<file path="src/hw/rtl/akp_pkg.sv">
// Shared types and constants for the angular k-means pass block.
package akp_pkg;

  localparam int MaxClusters    = 8;
  localparam int MaxPassSamples = 4096;
  localparam int AngleW         = 13;
  localparam int CountW         = 13;
  localparam int SumW           = 25;
  localparam int IdxW           = 3;
  localparam int NumCfgW        = 4;

  localparam logic [AngleW-1:0] FullTurn = 13'd5760;
  localparam logic [AngleW-1:0] HalfTurn = 13'd2880;

  localparam logic CMD_LOAD   = 1'b0;
  localparam logic CMD_SAMPLE = 1'b1;

  localparam logic KIND_CLASS = 1'b0;
  localparam logic KIND_MEAN  = 1'b1;

  localparam logic REG_NUM_CLUSTERS  = 1'b0;
  localparam logic REG_UPDATE_ENABLE = 1'b1;

  typedef enum logic [2:0] {
    ST_IDLE,
    ST_CMP,
    ST_ACC,
    ST_CLASS,
    ST_UPD,
    ST_DIVW,
    ST_MEAN
  } akp_state_t;

endpackage

</file>
<file path="src/hw/rtl/akp_div.sv">
// Iterative restoring divider, one quotient bit per cycle.
module akp_div
  import akp_pkg::*;
(
  input  logic              clk,
  input  logic              rst,
  input  logic              start,
  input  logic [SumW-1:0]   num,
  input  logic [CountW:0]   den,
  output logic              done,
  output logic [SumW-1:0]   quot
);

  logic [SumW-1:0]  q;
  logic [CountW:0]  rem;
  logic [CountW:0]  dv;
  logic [4:0]       cnt;
  logic             busy;
  logic [CountW+1:0] trial;
  logic [CountW+1:0] shifted;

  always_comb begin
    shifted = {rem, q[SumW-1]};
    trial   = shifted - {1'b0, dv};
  end

  always_ff @(posedge clk) begin
    if (rst) begin
      busy <= 1'b0;
      done <= 1'b0;
      cnt  <= '0;
    end else begin
      done <= 1'b0;
      if (start) begin
        busy <= 1'b1;
        cnt  <= 5'(SumW - 1);
      end else if (busy) begin
        cnt <= cnt - 5'd1;
        if (cnt == 5'd0) begin
          busy <= 1'b0;
          done <= 1'b1;
        end
      end
    end
  end

  always_ff @(posedge clk) begin
    if (start) begin
      q   <= num;
      rem <= '0;
      dv  <= den;
    end else if (busy) begin
      if (!trial[CountW+1]) begin
        rem <= trial[CountW:0];
        q   <= {q[SumW-2:0], 1'b1};
      end else begin
        rem <= shifted[CountW:0];
        q   <= {q[SumW-2:0], 1'b0};
      end
    end
  end

  assign quot = q;

endmodule

</file>
<file path="src/hw/rtl/angular_kmeans_pass_core.sv">
// Top level of the angular k-means pass block: sequencer, cluster state and output register.
//
// Channel  Dir  Handshake           Contents
// s_       in   s_tvalid/s_tready   tuser=cmd, tdata=cluster_sel,angle, tlast=last_sample
// m_       out  m_tvalid/m_tready   tuser=kind, tdata=cluster,mean_angle,member_count,
//                                   tlast=last_result
// cfg_     in   cfg_we              cfg_addr selects the register, cfg_wdata is the value
//
// A mean load is written in the idle state. A sample steps through the active clusters,
// one distance compare per cluster through the shared compare unit.
// A last sample then adds, per cluster, a mean result and a pass through the serial divider
// when the mean is updated. Reset is synchronous and clears all control and cluster state.
// A stalled output only holds the sequencer when it has a new result to place.
module angular_kmeans_pass_core
  import akp_pkg::*;
(
  input  logic               clk,
  input  logic               rst,
  input  logic               s_tvalid,
  output logic               s_tready,
  input  logic [15:0]        s_tdata,   // cluster_sel[2:0], angle[15:3]
  input  logic               s_tuser,   // cmd
  input  logic               s_tlast,
  output logic               m_tvalid,
  input  logic               m_tready,
  output logic [31:0]        m_tdata,   // cluster[2:0], mean_angle[15:3], member_count[28:16]
  output logic               m_tuser,   // kind
  output logic               m_tlast,
  input  logic               cfg_we,
  input  logic               cfg_addr,
  input  logic [NumCfgW-1:0] cfg_wdata
);

  akp_state_t state, state_next;

  logic [NumCfgW-1:0] num_clusters;
  logic               update_enable;

  logic [AngleW-1:0] means  [MaxClusters];
  logic [SumW-1:0]   sums   [MaxClusters];
  logic [CountW-1:0] counts [MaxClusters];

  logic [AngleW-1:0] smp;
  logic              smp_last;
  logic [IdxW-1:0]   idx;
  logic [IdxW-1:0]   best;
  logic [AngleW-1:0] best_d;
  logic [IdxW-1:0]   last_idx;

  logic [AngleW-1:0] in_angle;
  logic [AngleW-1:0] in_wrapped;
  logic [AngleW-1:0] diff;
  logic [AngleW-1:0] cur_dist;
  logic              out_free;
  logic              accept;

  logic              div_start;
  logic              div_done;
  logic [SumW-1:0]   quot;
  logic [SumW-1:0]   div_num;
  logic [CountW:0]   div_den;

  logic [2:0]        o_cluster;
  logic [AngleW-1:0] o_mean;
  logic [CountW-1:0] o_count;

  assign in_angle   = s_tdata[15:3];
  assign in_wrapped = (in_angle >= FullTurn) ? in_angle - FullTurn : in_angle;
  assign accept     = s_tvalid && s_tready;
  assign s_tready   = (state == ST_IDLE);
  assign out_free   = !m_tvalid || m_tready;

  always_comb begin
    if (num_clusters == '0) begin
      last_idx = '0;
    end else if (num_clusters > NumCfgW'(MaxClusters)) begin
      last_idx = IdxW'(MaxClusters - 1);
    end else begin
      last_idx = IdxW'(num_clusters - NumCfgW'(1));
    end
  end

  always_comb begin
    diff     = (smp >= means[idx]) ? smp - means[idx] : means[idx] - smp;
    cur_dist = (diff > HalfTurn) ? FullTurn - diff : diff;
  end

  assign div_num = SumW'(means[idx]) + sums[idx];
  assign div_den = {1'b0, counts[idx]} + (CountW+1)'(1);

  akp_div u_div (
    .clk   (clk),
    .rst   (rst),
    .start (div_start),
    .num   (div_num),
    .den   (div_den),
    .done  (div_done),
    .quot  (quot)
  );

  always_comb begin
    state_next = state;
    div_start  = 1'b0;
    case (state)
      ST_IDLE: begin
        if (accept && s_tuser == CMD_SAMPLE) begin
          state_next = ST_CMP;
        end
      end
      ST_CMP: begin
        if (idx == last_idx) begin
          state_next = ST_ACC;
        end
      end
      ST_ACC: state_next = ST_CLASS;
      ST_CLASS: begin
        if (out_free) begin
          state_next = smp_last ? ST_UPD : ST_IDLE;
        end
      end
      ST_UPD: begin
        if (update_enable && counts[idx] != '0) begin
          div_start  = 1'b1;
          state_next = ST_DIVW;
        end else begin
          state_next = ST_MEAN;
        end
      end
      ST_DIVW: begin
        if (div_done) begin
          state_next = ST_MEAN;
        end
      end
      ST_MEAN: begin
        if (out_free) begin
          state_next = (idx == last_idx) ? ST_IDLE : ST_UPD;
        end
      end
      default: state_next = ST_IDLE;
    endcase
  end

  always_ff @(posedge clk) begin
    if (rst) begin
      state <= ST_IDLE;
    end else begin
      state <= state_next;
    end
  end

  always_ff @(posedge clk) begin
    if (rst) begin
      num_clusters  <= NumCfgW'(1);
      update_enable <= 1'b1;
    end else if (cfg_we) begin
      case (cfg_addr)
        REG_NUM_CLUSTERS:  num_clusters  <= cfg_wdata;
        REG_UPDATE_ENABLE: update_enable <= cfg_wdata[0];
        default: ;
      endcase
    end
  end

  always_ff @(posedge clk) begin
    if (rst) begin
      idx      <= '0;
      best     <= '0;
      best_d   <= '0;
      smp      <= '0;
      smp_last <= 1'b0;
      for (int k = 0; k < MaxClusters; k++) begin
        means[k]  <= '0;
        sums[k]   <= '0;
        counts[k] <= '0;
      end
    end else begin
      case (state)
        ST_IDLE: begin
          if (accept) begin
            if (s_tuser == CMD_LOAD) begin
              means[s_tdata[2:0]] <= in_wrapped;
            end else begin
              smp      <= in_wrapped;
              smp_last <= s_tlast;
              idx      <= '0;
            end
          end
        end
        ST_CMP: begin
          if (idx == '0 || cur_dist < best_d) begin
            best   <= idx;
            best_d <= cur_dist;
          end
          idx <= idx + IdxW'(1);
        end
        ST_ACC: begin
          if (counts[best] < CountW'(MaxPassSamples)) begin
            counts[best] <= counts[best] + CountW'(1);
            sums[best]   <= sums[best] + SumW'(smp);
          end
        end
        ST_CLASS: begin
          if (out_free) begin
            idx <= '0;
          end
        end
        ST_DIVW: begin
          if (div_done) begin
            means[idx] <= quot[AngleW-1:0];
          end
        end
        ST_MEAN: begin
          if (out_free) begin
            if (idx == last_idx) begin
              for (int k = 0; k < MaxClusters; k++) begin
                sums[k]   <= '0;
                counts[k] <= '0;
              end
            end else begin
              idx <= idx + IdxW'(1);
            end
          end
        end
        default: ;
      endcase
    end
  end

  always_ff @(posedge clk) begin
    if (rst) begin
      m_tvalid <= 1'b0;
    end else if ((state == ST_CLASS || state == ST_MEAN) && out_free) begin
      m_tvalid <= 1'b1;
    end else if (m_tready) begin
      m_tvalid <= 1'b0;
    end
  end

  always_ff @(posedge clk) begin
    if (state == ST_CLASS && out_free) begin
      m_tuser   <= KIND_CLASS;
      o_cluster <= best;
      o_mean    <= '0;
      o_count   <= counts[best];
      m_tlast   <= 1'b0;
    end else if (state == ST_MEAN && out_free) begin
      m_tuser   <= KIND_MEAN;
      o_cluster <= idx;
      o_mean    <= means[idx];
      o_count   <= counts[idx];
      m_tlast   <= (idx == last_idx);
    end
  end

  assign m_tdata = {3'b000, o_count, o_mean, o_cluster};

  a_cmp_range: assert property (@(posedge clk) disable iff (rst)
    state == ST_CMP |-> idx <= last_idx)
    else $error("compare index beyond active clusters");

  a_div_done: assert property (@(posedge clk) disable iff (rst)
    div_done |-> state == ST_DIVW)
    else $error("divider finished outside the wait state");

  a_count_cap: assert property (@(posedge clk) disable iff (rst)
    state == ST_CLASS |-> counts[best] <= CountW'(MaxPassSamples))
    else $error("cluster count above pass limit");

  a_pass_clear: assert property (@(posedge clk) disable iff (rst)
    (state == ST_MEAN && out_free && idx == last_idx) |=> counts[0] == '0)
    else $error("counts not cleared at end of pass");

endmodule
</file>
<file path="config.mk">
export PLATFORM = sky130hd
export DESIGN_NAME = angular_kmeans_pass_core
export DESIGN_NICKNAME = d
export VERILOG_FILES = /design/src/hw/rtl/akp_pkg.sv /design/src/hw/rtl/akp_div.sv /design/src/hw/rtl/angular_kmeans_pass_core.sv
export SDC_FILE = /design/constraint.sdc
export NUM_CORES = 1
export LEC_CHECK = 0
export ABC_AREA = 0
export BUFFER_PORTS_ARGS = -buffer_cell sky130_fd_sc_hd__clkbuf_2
export CAP_MARGIN = 25
export CORE_MARGIN = 4
export CORE_UTILIZATION = 60
export CTS_CLUSTER_DIAMETER = 120
export CTS_CLUSTER_SIZE = 24
export DETAILED_ROUTE_END_ITERATION = 12
export GPL_TIMING_DRIVEN = 0
export PLACE_DENSITY = 0.77
export SYNTH_ARGS = -nofsm -noshare
export SYNTH_HDL_FRONTEND = slang
export SYNTH_SLANG_ARGS = --single-unit
</file>
<file path="constraint.sdc">
create_clock -name clk -period 11.55 [get_ports clk]
set_input_delay 0 -clock clk [delete_from_list [all_inputs] [get_ports clk]]
set_output_delay 0 -clock clk [all_outputs]
set_load 0.05 [all_outputs]
</file>
* Yosys cells after proc, flatten, opt, wreduce, memory -nomap -nowiden
Memories as Yosys holds them, arrays and structs flattened. A register that Yosys moved wholly into a read port is not among the register bits.
Cells that the tools add are included.
** Word-level totals
- Output and inout bits :: 36
- ROM bits :: 0
- Register bits :: 133
- RAM bits :: 408
- Latch bits :: 0
- Memories kept :: 3
- Word-level logic and storage cells :: 202
- Input port bits :: 28
** Memory list
- sums :: words 8, bits a word 25, read ports 2, clocked after Yosys merged registers in 2, wr ports 8, line angular_kmeans_pass_core.sv:40 : logic [SumW-1:0] sums [MaxClusters];
- counts :: words 8, bits a word 13, read ports 2, clocked after Yosys merged registers in 2, wr ports 8, line angular_kmeans_pass_core.sv:41 : logic [CountW-1:0] counts [MaxClusters];
- means :: words 8, bits a word 13, read ports 1, clocked after Yosys merged registers in 1, wr ports 8, line angular_kmeans_pass_core.sv:39 : logic [AngleW-1:0] means [MaxClusters];
** Cells by class
- Reductions and logical operators :: 31
- Add/subtract/negate cells :: 12
- Shift operators :: 0
- Eq/ne operators :: 15
- Order comparisons :: 6
- Div/mod/pow operators :: 0
- $mul :: 0
- Muxes and demuxes :: 96
- Bitwise operators :: 18
** Operators with widths (count)
- $mux W25 :: 11
- $mux W13 :: 16
- $mux W3 :: 30
- $reduce_or A13 Y1 :: 3
- $mux W1 :: 33
- $sub A13 B13 Y13 :: 2
- $add A13 B25 Y25 :: 1
- $add A25 B13 Y25 :: 1
- $reduce_or A25 Y1 :: 1
- $pmux W3 S7 :: 1
- $or A1 B1 Y1 :: 16
- $sub A15 B14 Y15 :: 1
- $add A13 B1 Y14 const B :: 1
- $mux W14 :: 1
- $add A13 B1 Y13 const B :: 1
- $ge A13 B13 Y1 :: 1
- $ge A13 B13 Y1 const B :: 1
- $gt A13 B12 Y1 const B :: 1
- $lt A13 B13 Y1 :: 1
- $lt A13 B13 Y1 const B :: 1
- $reduce_bool A13 Y1 :: 1
- $sub A13 B13 Y13 const A :: 1
- $sub A13 B13 Y13 const B :: 1
- $pmux W3 S4 :: 1
- other kinds (27) :: 50

* Logic depth before layout (Yosys ltp)
Gate-level depths: netlist (run 1).
- Depth after elaboration :: 11
- Depth in mapped cells :: 37
- Depth with buffers taken out :: 28

* By module
A second synthesis (run 1) with hierarchy kept.
** Second synthesis, totals
- Cells, all modules :: 2568
- Area, all modules :: 30790.8 µm²
** Modules (own cells, without submodules)
- angular_kmeans_pass_core :: cells each 2279, seq. area each 13993.4 µm², instances 1, area each 27634.0 µm²
- akp_div :: cells each 289, seq. area each 1591.5 µm², instances 1, area each 3156.8 µm²

* Worst setup path before layout (run 1)
No wires, ideal clock.
- Path kind :: register to register
- From :: register with a tool-made name
- To :: register best_d[9]
- Library setup time :: 0.134 ns
- Buffers on the path :: 8
- Stages on the path, launching flop included :: 36
- Period minus slack after synthesis :: 8.060 ns
- Required time :: 11.416 ns
- Arrival time :: 7.926 ns
- Path slack :: 3.490 ns
- Path through :: dfxtp_1 -> clkbuf_1 -> buf_2 -> buf_1 -> clkbuf_1 -> clkbuf_1 -> mux4_2 -> mux2i_1 -> inv_1 -> ha_1 -> nor2b_1 -> o31ai_2 -> a211oi_2 -> a211oi_4 -> buf_6 -> mux2i_1 -> ha_1 -> inv_1 -> nor3_1 -> nand4_1 -> a211oi_2 -> o21a_1 -> buf_2 -> o21a_1 -> ha_1 -> a21boi_0 -> o21a_1 -> o21a_1 -> o21ai_0 -> nand2b_1 -> a21oi_1 -> o21ai_0 -> a31oi_1 -> clkbuf_1 -> nor3_1 -> or4_1
** RTL lines
- end signal: assignment :: line angular_kmeans_pass_core.sv:192 : best_d <= cur_dist;
- end: declaration :: line angular_kmeans_pass_core.sv:47 : logic [AngleW-1:0] best_d;

==> impl_metrics.ini, run 1 <==
[logic_synthesis]
synth_top_area_frac = 0.467
async_flop_share = 0
yosysUniqueCellTypes = 92
syn_area_per_cell_sq_um = 12.1
ys_ff_latch = 547
synth-edff-count = 463
synth_most_common_cell = nor2_1
yosysSeqAreaShare = 0.524
syn_area_sq_mm = 0.0298
synthTopCellsByCount = nor2_1 (505), edfxtp_1 (463), mux4_2 (178)
yosysTopAreaCell = edfxtp_1
synth_flop_cell = edfxtp_1
synth_warnings = 0
synthTopCellsByArea = edfxtp_1 (47%), mux4_2 (13%), nor2_1 (6.4%)
synthCells = 2457

[floorplanning]
die_x_um = 231
start_util = 0.608
core-area_sq_mm = 0.0490
die_h_um = 231
io_pins = 64
rows = 81
die_area_sq_mm = 0.0532

[global_routing]
grt_pass1_wl_mm = 123
antenna_found_initial = 0
overflow = 0
groute.usage.overall = 0.304
grt_pass1_vias = 21200
grt_max_degree = 26

[power]
p_sw_frac = 0.306
p_clk_frac = 0.240
p_per_area_mw_per_mm2 = 139
share_seq_of_total_power = 0.505
p_leak_nw = 11.4
vdd_drop_max_mv = 0.112
combPwrFrac = 0.255
internal-power_mw = 3.12
p_switching_mw = 1.37

[sta]
grt_setup_unrepaired = false
skew_ps = 42.1
tightest_slew_ps = 1180
slew_headroom = 0.188
finalSetupViolations = 0
fin_crit_ps = 10780
timing.final.crit_share = 0.933
finalMaxSlewViolations = 0
hold_viol = 0
max_freq_ghz = 0.0928

[worst_setup_path]
cp.arrival_ps = 11260
start_kind = register
critPathSlowestCell = clkbuf_1
cp_data_required_time_ps = 12030
crit_fanout = 19
critPathKind = register to register
worst_setup_path_end_kind = register
cpPeakStageDelay_ps = 680

[final_layout]
final_cell_area_sq_mm = 0.0323
drive_above_1_share = 0.155
nNetsFinal = 2714
final.fill_count = 3604
syn2layout_area_growth_pct = 8.39
final_cells = 3276
antenna_cells = 0

[cts]
cts_buffers = 26
htree_levels = 1
cts_buffer_depth = 3
clk_latency_ps = 620
cts_root_buf = clkbuf_16
cts_tree = done
cts.clk_slew.worst_paths_ps = 110
cts_sinks = 547

[status]
status = completed

[placed_design]
place_area_sq_mm = 0.0312
portBuffers = 60
hpwl_mm = 58.2
placed_cells = 3195
gp_congestion = 0.941

[route]
routedWlPerCell_um = 25.1
wl_mm = 82.2
drc = 0
initialDrtViolationCount = 2932
final_antenna_net_count = 0
routed_via_density = 6.48
dr.pass1.iters = 6
vias = 21200

[hold_path]
hp-class = primary input to register

[flow_run]
drv_cap = 0
## flip-flops by register name (all words and copies together), names as in the netlist, 3 cells and up, named ones only
name          flops
state             3
counts          104
sums            200
best              3
means           104
num_clusters      4
best_d           13
o_mean           13
o_cluster         3
smp              13
u_div.rem        14
u_div.quot       25
idx               3
o_count          13
u_div.dv         14
u_div.cnt         5
## power groups by stage
| stage | clock (mW) | combinational (mW) | sequential (mW) |
|---|---|---|---|
| floorplan | 0 | 0.816 | 2.29 |
| global placement | 0 | 1.07 | 2.30 |
| detailed placement | 0 | 1.11 | 2.31 |
| CTS | 1.07 | 1.12 | 2.26 |
| global route | 1.14 | 1.25 | 2.27 |
| finish | 1.08 | 1.14 | 2.26 |
## area by class of cell
| class | count | area, sq um | area share |
|---|---|---|---|
| timing repair buffer | 106 | 873 | 0.0271 |
| clock inverter | 1 | 6.26 | 0.000194 |
| multi-input combinational | 1668 | 13200 | 0.410 |
| tap | 664 | 831 | 0.0257 |
| buffer | 143 | 624 | 0.0193 |
| inverter | 100 | 375 | 0.0116 |
| clock buffer | 47 | 751 | 0.0233 |
| sequential | 547 | 15600 | 0.483 |
## worst max-delay path: cells and delay by family (launching register included)
kind	cells	cell delay (ps)
AND/OR/NAND/NOR	5	820
buffers and inverters	10	4090
flip-flops	1	410
adder cells (fa/ha/maj)	3	820
multiplexers	3	1160
AO/OA/AOI/OAI	14	3290
## path summary, 6_finish.rpt
kind                            from                 endpoint  slack (ps)  cells after the start
min                          s_tuser      smp[0]$_SDFFE_PP0P_          20                      4
max                         register                 register         770                     35
max reg2reg                 register                 register         770                     35
min reg2reg  o_mean[10]$_SDFFE_PP0P_  o_mean[10]$_SDFFE_PP0P_         470                      2
## through the flow
step                       util  TNS (ps)  hold WS (ps)  total power [mW]  worst slack (ps)
final                     0.659         0          19.0              4.49               769
after CTS                 0.658         0          1.01              4.46              33.9
after global placement    0.631         0           263              3.37              49.0
after detailed placement  0.636      -247           276              3.41              -124
after floorplan               -         0           136              3.11              3490
after global routing      0.659         0           100              4.67              45.5
## repair_timing
action                     in CTS  in global routing
resized for setup               1                  2
setup buffers                   0                  0
gates cloned                    0                  0
hold buffers                   31                  0
hold endpoints to repair       21                  0
setup endpoints to repair       2                 19
## layer usage
| metal | up-vias | share of wire | global-route usage | wire, um |
|---|---|---|---|---|
| met5 | - | 0 | 0 | 0 |
| met4 | 0 | 0.036 | 0.101 | 2930 |
| met3 | 208 | 0.11 | 0.0574 | 9060 |
| met2 | 1288 | 0.48 | 0.506 | 39300 |
| met1 | 10500 | 0.38 | 0.409 | 30900 |
| li1 | 9261 | - | - | - |
## cells by family after synthesis
logic type,count (synthesis),share of synthesized area
AO/OA/AOI/OAI,313,0.0675
XOR/XNOR,96,0.0295
adder cells (fa/ha/maj),95,0.0411
buffers and inverters,244,0.0337
flip-flops,547,0.524
multiplexers,315,0.182
other,1,0.000126
AND/OR/NAND/NOR,846,0.122
## placed cells by master, fill, tap and decap left out, types with 61 or more instances in the layout
master / n
nor2_1: 505
edfxtp_1: 463
mux4_2: 178
nand2_1: 148
clkbuf_1: 109
inv_1: 99
mux2i_1: 96
o21ai_0: 89
ha_1: 89
a21oi_1: 88
dfxtp_1: 84
clkbuf_2: 61
(Power assumes the default switching activity.)
==> run 2: changes to the inputs <==
MAX_ROUTING_LAYER = met4   (was default)
==> run 2 against run 1 <==
Compared with the run above:
- sequential power barely moved
- utilization barely moved
- power fell by 0.20%
- clock power barely moved
- flip-flop and latch count did not move
- sequential share of layout area barely moved
- global-route usage rose by 1.1 points
- via count fell by 0.53%
- critical path depth did not move
- cell area barely moved
- die area did not move
- routed wire length rose by 0.29%
- largest power group unchanged
- highest routed layer unchanged
==> impl_metrics.ini, run 2 (synthesized netlist as in run 1, its figures left out) <==
[global_routing]
groute.usage.overall = 0.315
overflow = 0
antenna_found_initial = 1
grt_pass1_wl_mm = 124
grt_max_degree = 26
grt_pass1_vias = 21100

[final_layout]
final_common_cell = nor2_1
post-route-util = 0.659
final_cell_mix = nor2_1 (505), edfxtp_1 (463), mux4_2 (178)
final.fill_count = 3702
largest_reg_flops = 200
seqCellArea_sq_mm = 0.0156
regMostFlops = sums
multi_input_area_sq_mm = 0.0132
final_cells = 3278
drive_above_1_share = 0.155
syn2layout_area_growth_pct = 8.40
nNetsFinal = 2714
reg.largest.list = sums (200), counts (104), means (104)

[floorplanning]
die_x_um = 231
die_area_sq_mm = 0.0532
io_pins = 64
start_util = 0.608
rows = 81
die_h_um = 231
core-area_sq_mm = 0.0490

[route]
drc = 0
routedWlPerCell_um = 25.1
dr.pass1.iters = 6
final_antenna_net_count = 0
dr_wl_met3_mm = 8.89
initialDrtViolationCount = 2640
wl_mm = 82.4
wl_met1_mm = 31.0
vias = 21100
wl_met2_mm = 39.4
routed_via_density = 6.44
top_layer = met4

[sta]
timing.final.crit_share = 0.924
whs_ps = 12.0
skew_ps = 19.7
tns_ps = 0
finalSetupViolations = 0
max_freq_ghz = 0.0937
slew_headroom = 0.246
grt_setup_unrepaired = false
tightest_slew_ps = 1100
hold_viol = 0
finalMaxSlewViolations = 0
fin_crit_ps = 10670

[worst_setup_path]
worst_setup_path_end_kind = register
cp.arrival_ps = 11150
crit_fanout = 19
cp_data_required_time_ps = 12030
crit_top_cell = clkbuf_1
critPathSlowestCell = buf_2
cpPeakStageDelay_ps = 630
rr_worst_depth = 35
critPathKind = register to register
reg2reg_slack_ps = 880
start_kind = register

[flow_run]
drv_cap = 0

[power]
vdd_drop_max_mv = 0.148
p_leak_nw = 11.4
p_per_area_mw_per_mm2 = 139

[cts]
cts_tree = done
cts_buffers = 26
htree_levels = 1
cts_sinks = 547
clk_latency_ps = 610
cts_buffer_depth = 3
cts.clk_slew.worst_paths_ps = 110
cts_root_buf = clkbuf_16

[placed_design]
portBuffers = 60
gp_congestion = 0.938
hpwl_mm = 58.5
placed_cells = 3193

[hold_path]
whs_path_depth = 4
hp-class = primary input to register

[status]
status = completed
## run 2: per-stage QoR
stage	power (mW)	instance area [sq um]	setup WS, ps
6_report	4.48	32300	882
5_1_grt	4.66	32300	64.4
4_1_cts	4.45	32200	42.6
3_5_place_dp	3.41	31100	147
3_3_place_gp	3.37	30900	167
2_1_floorplan	3.11	29800	3490
## run 2: power by group
part / internal (mW) / total [mW] / switching [mW] / leakage, nW
Clock: 0.445 / 1.07 / 0.628 / 0.361
Combinational: 0.453 / 1.14 / 0.687 / 5.69
Sequential: 2.22 / 2.27 / 0.0475 / 5.39
Total: 3.12 / 4.48 / 1.36 / 11.4
## run 2: repair_timing
item                                    in CTS  in global routing
hold buffers                                31                  0
endpoints found under the setup margin       0                 19
setup buffers                                0                  0
endpoints found under the hold margin       21                  0
resized for setup                            0                  5
## run 2: final timing paths
kind                                from                endpoint
setup / recovery                register    best[1]$_SDFFE_PP0P_
hold / removal                  s_tvalid     smp[0]$_SDFFE_PP0P_
setup reg to reg                register    best[1]$_SDFFE_PP0P_
hold reg to reg   o_mean[0]$_SDFFE_PP0P_  o_mean[0]$_SDFFE_PP0P_
## run 2: per-layer routing
| metal | vias to the layer above | GRT usage |
|---|---|---|
| met4 | 0 | 0.103 |
| met1 | 10400 | 0.417 |
| met2 | 1237 | 0.503 |
| li1 | 9258 | - |
| met5 | - | - |
| met3 | 214 | 0.0557 |
## run 2: critical path, delay by kind of cell (launching register included)
| family | cells | cell delay (ps) |
|---|---|---|
| muxes | 3 | 1270 |
| xor gates and xnor gates | 1 | 150 |
| AOI/OAI and AO/OA | 11 | 2760 |
| adders and majority gates | 3 | 890 |
| DFF | 1 | 400 |
| buffers and inverters | 10 | 4020 |
| and+or+nand+nor | 7 | 1030 |
## run 2: layout make-up
class,instances,share of cell area
plain buffers,143,0.0194
clock buffers,47,0.0233
multi-input cells,1668,0.409
flip-flops and latches,547,0.483
diodes,2,0.000155
well taps,664,0.0257
inverters,100,0.0116
clock inverters,1,0.000194
repair buffers,106,0.0272
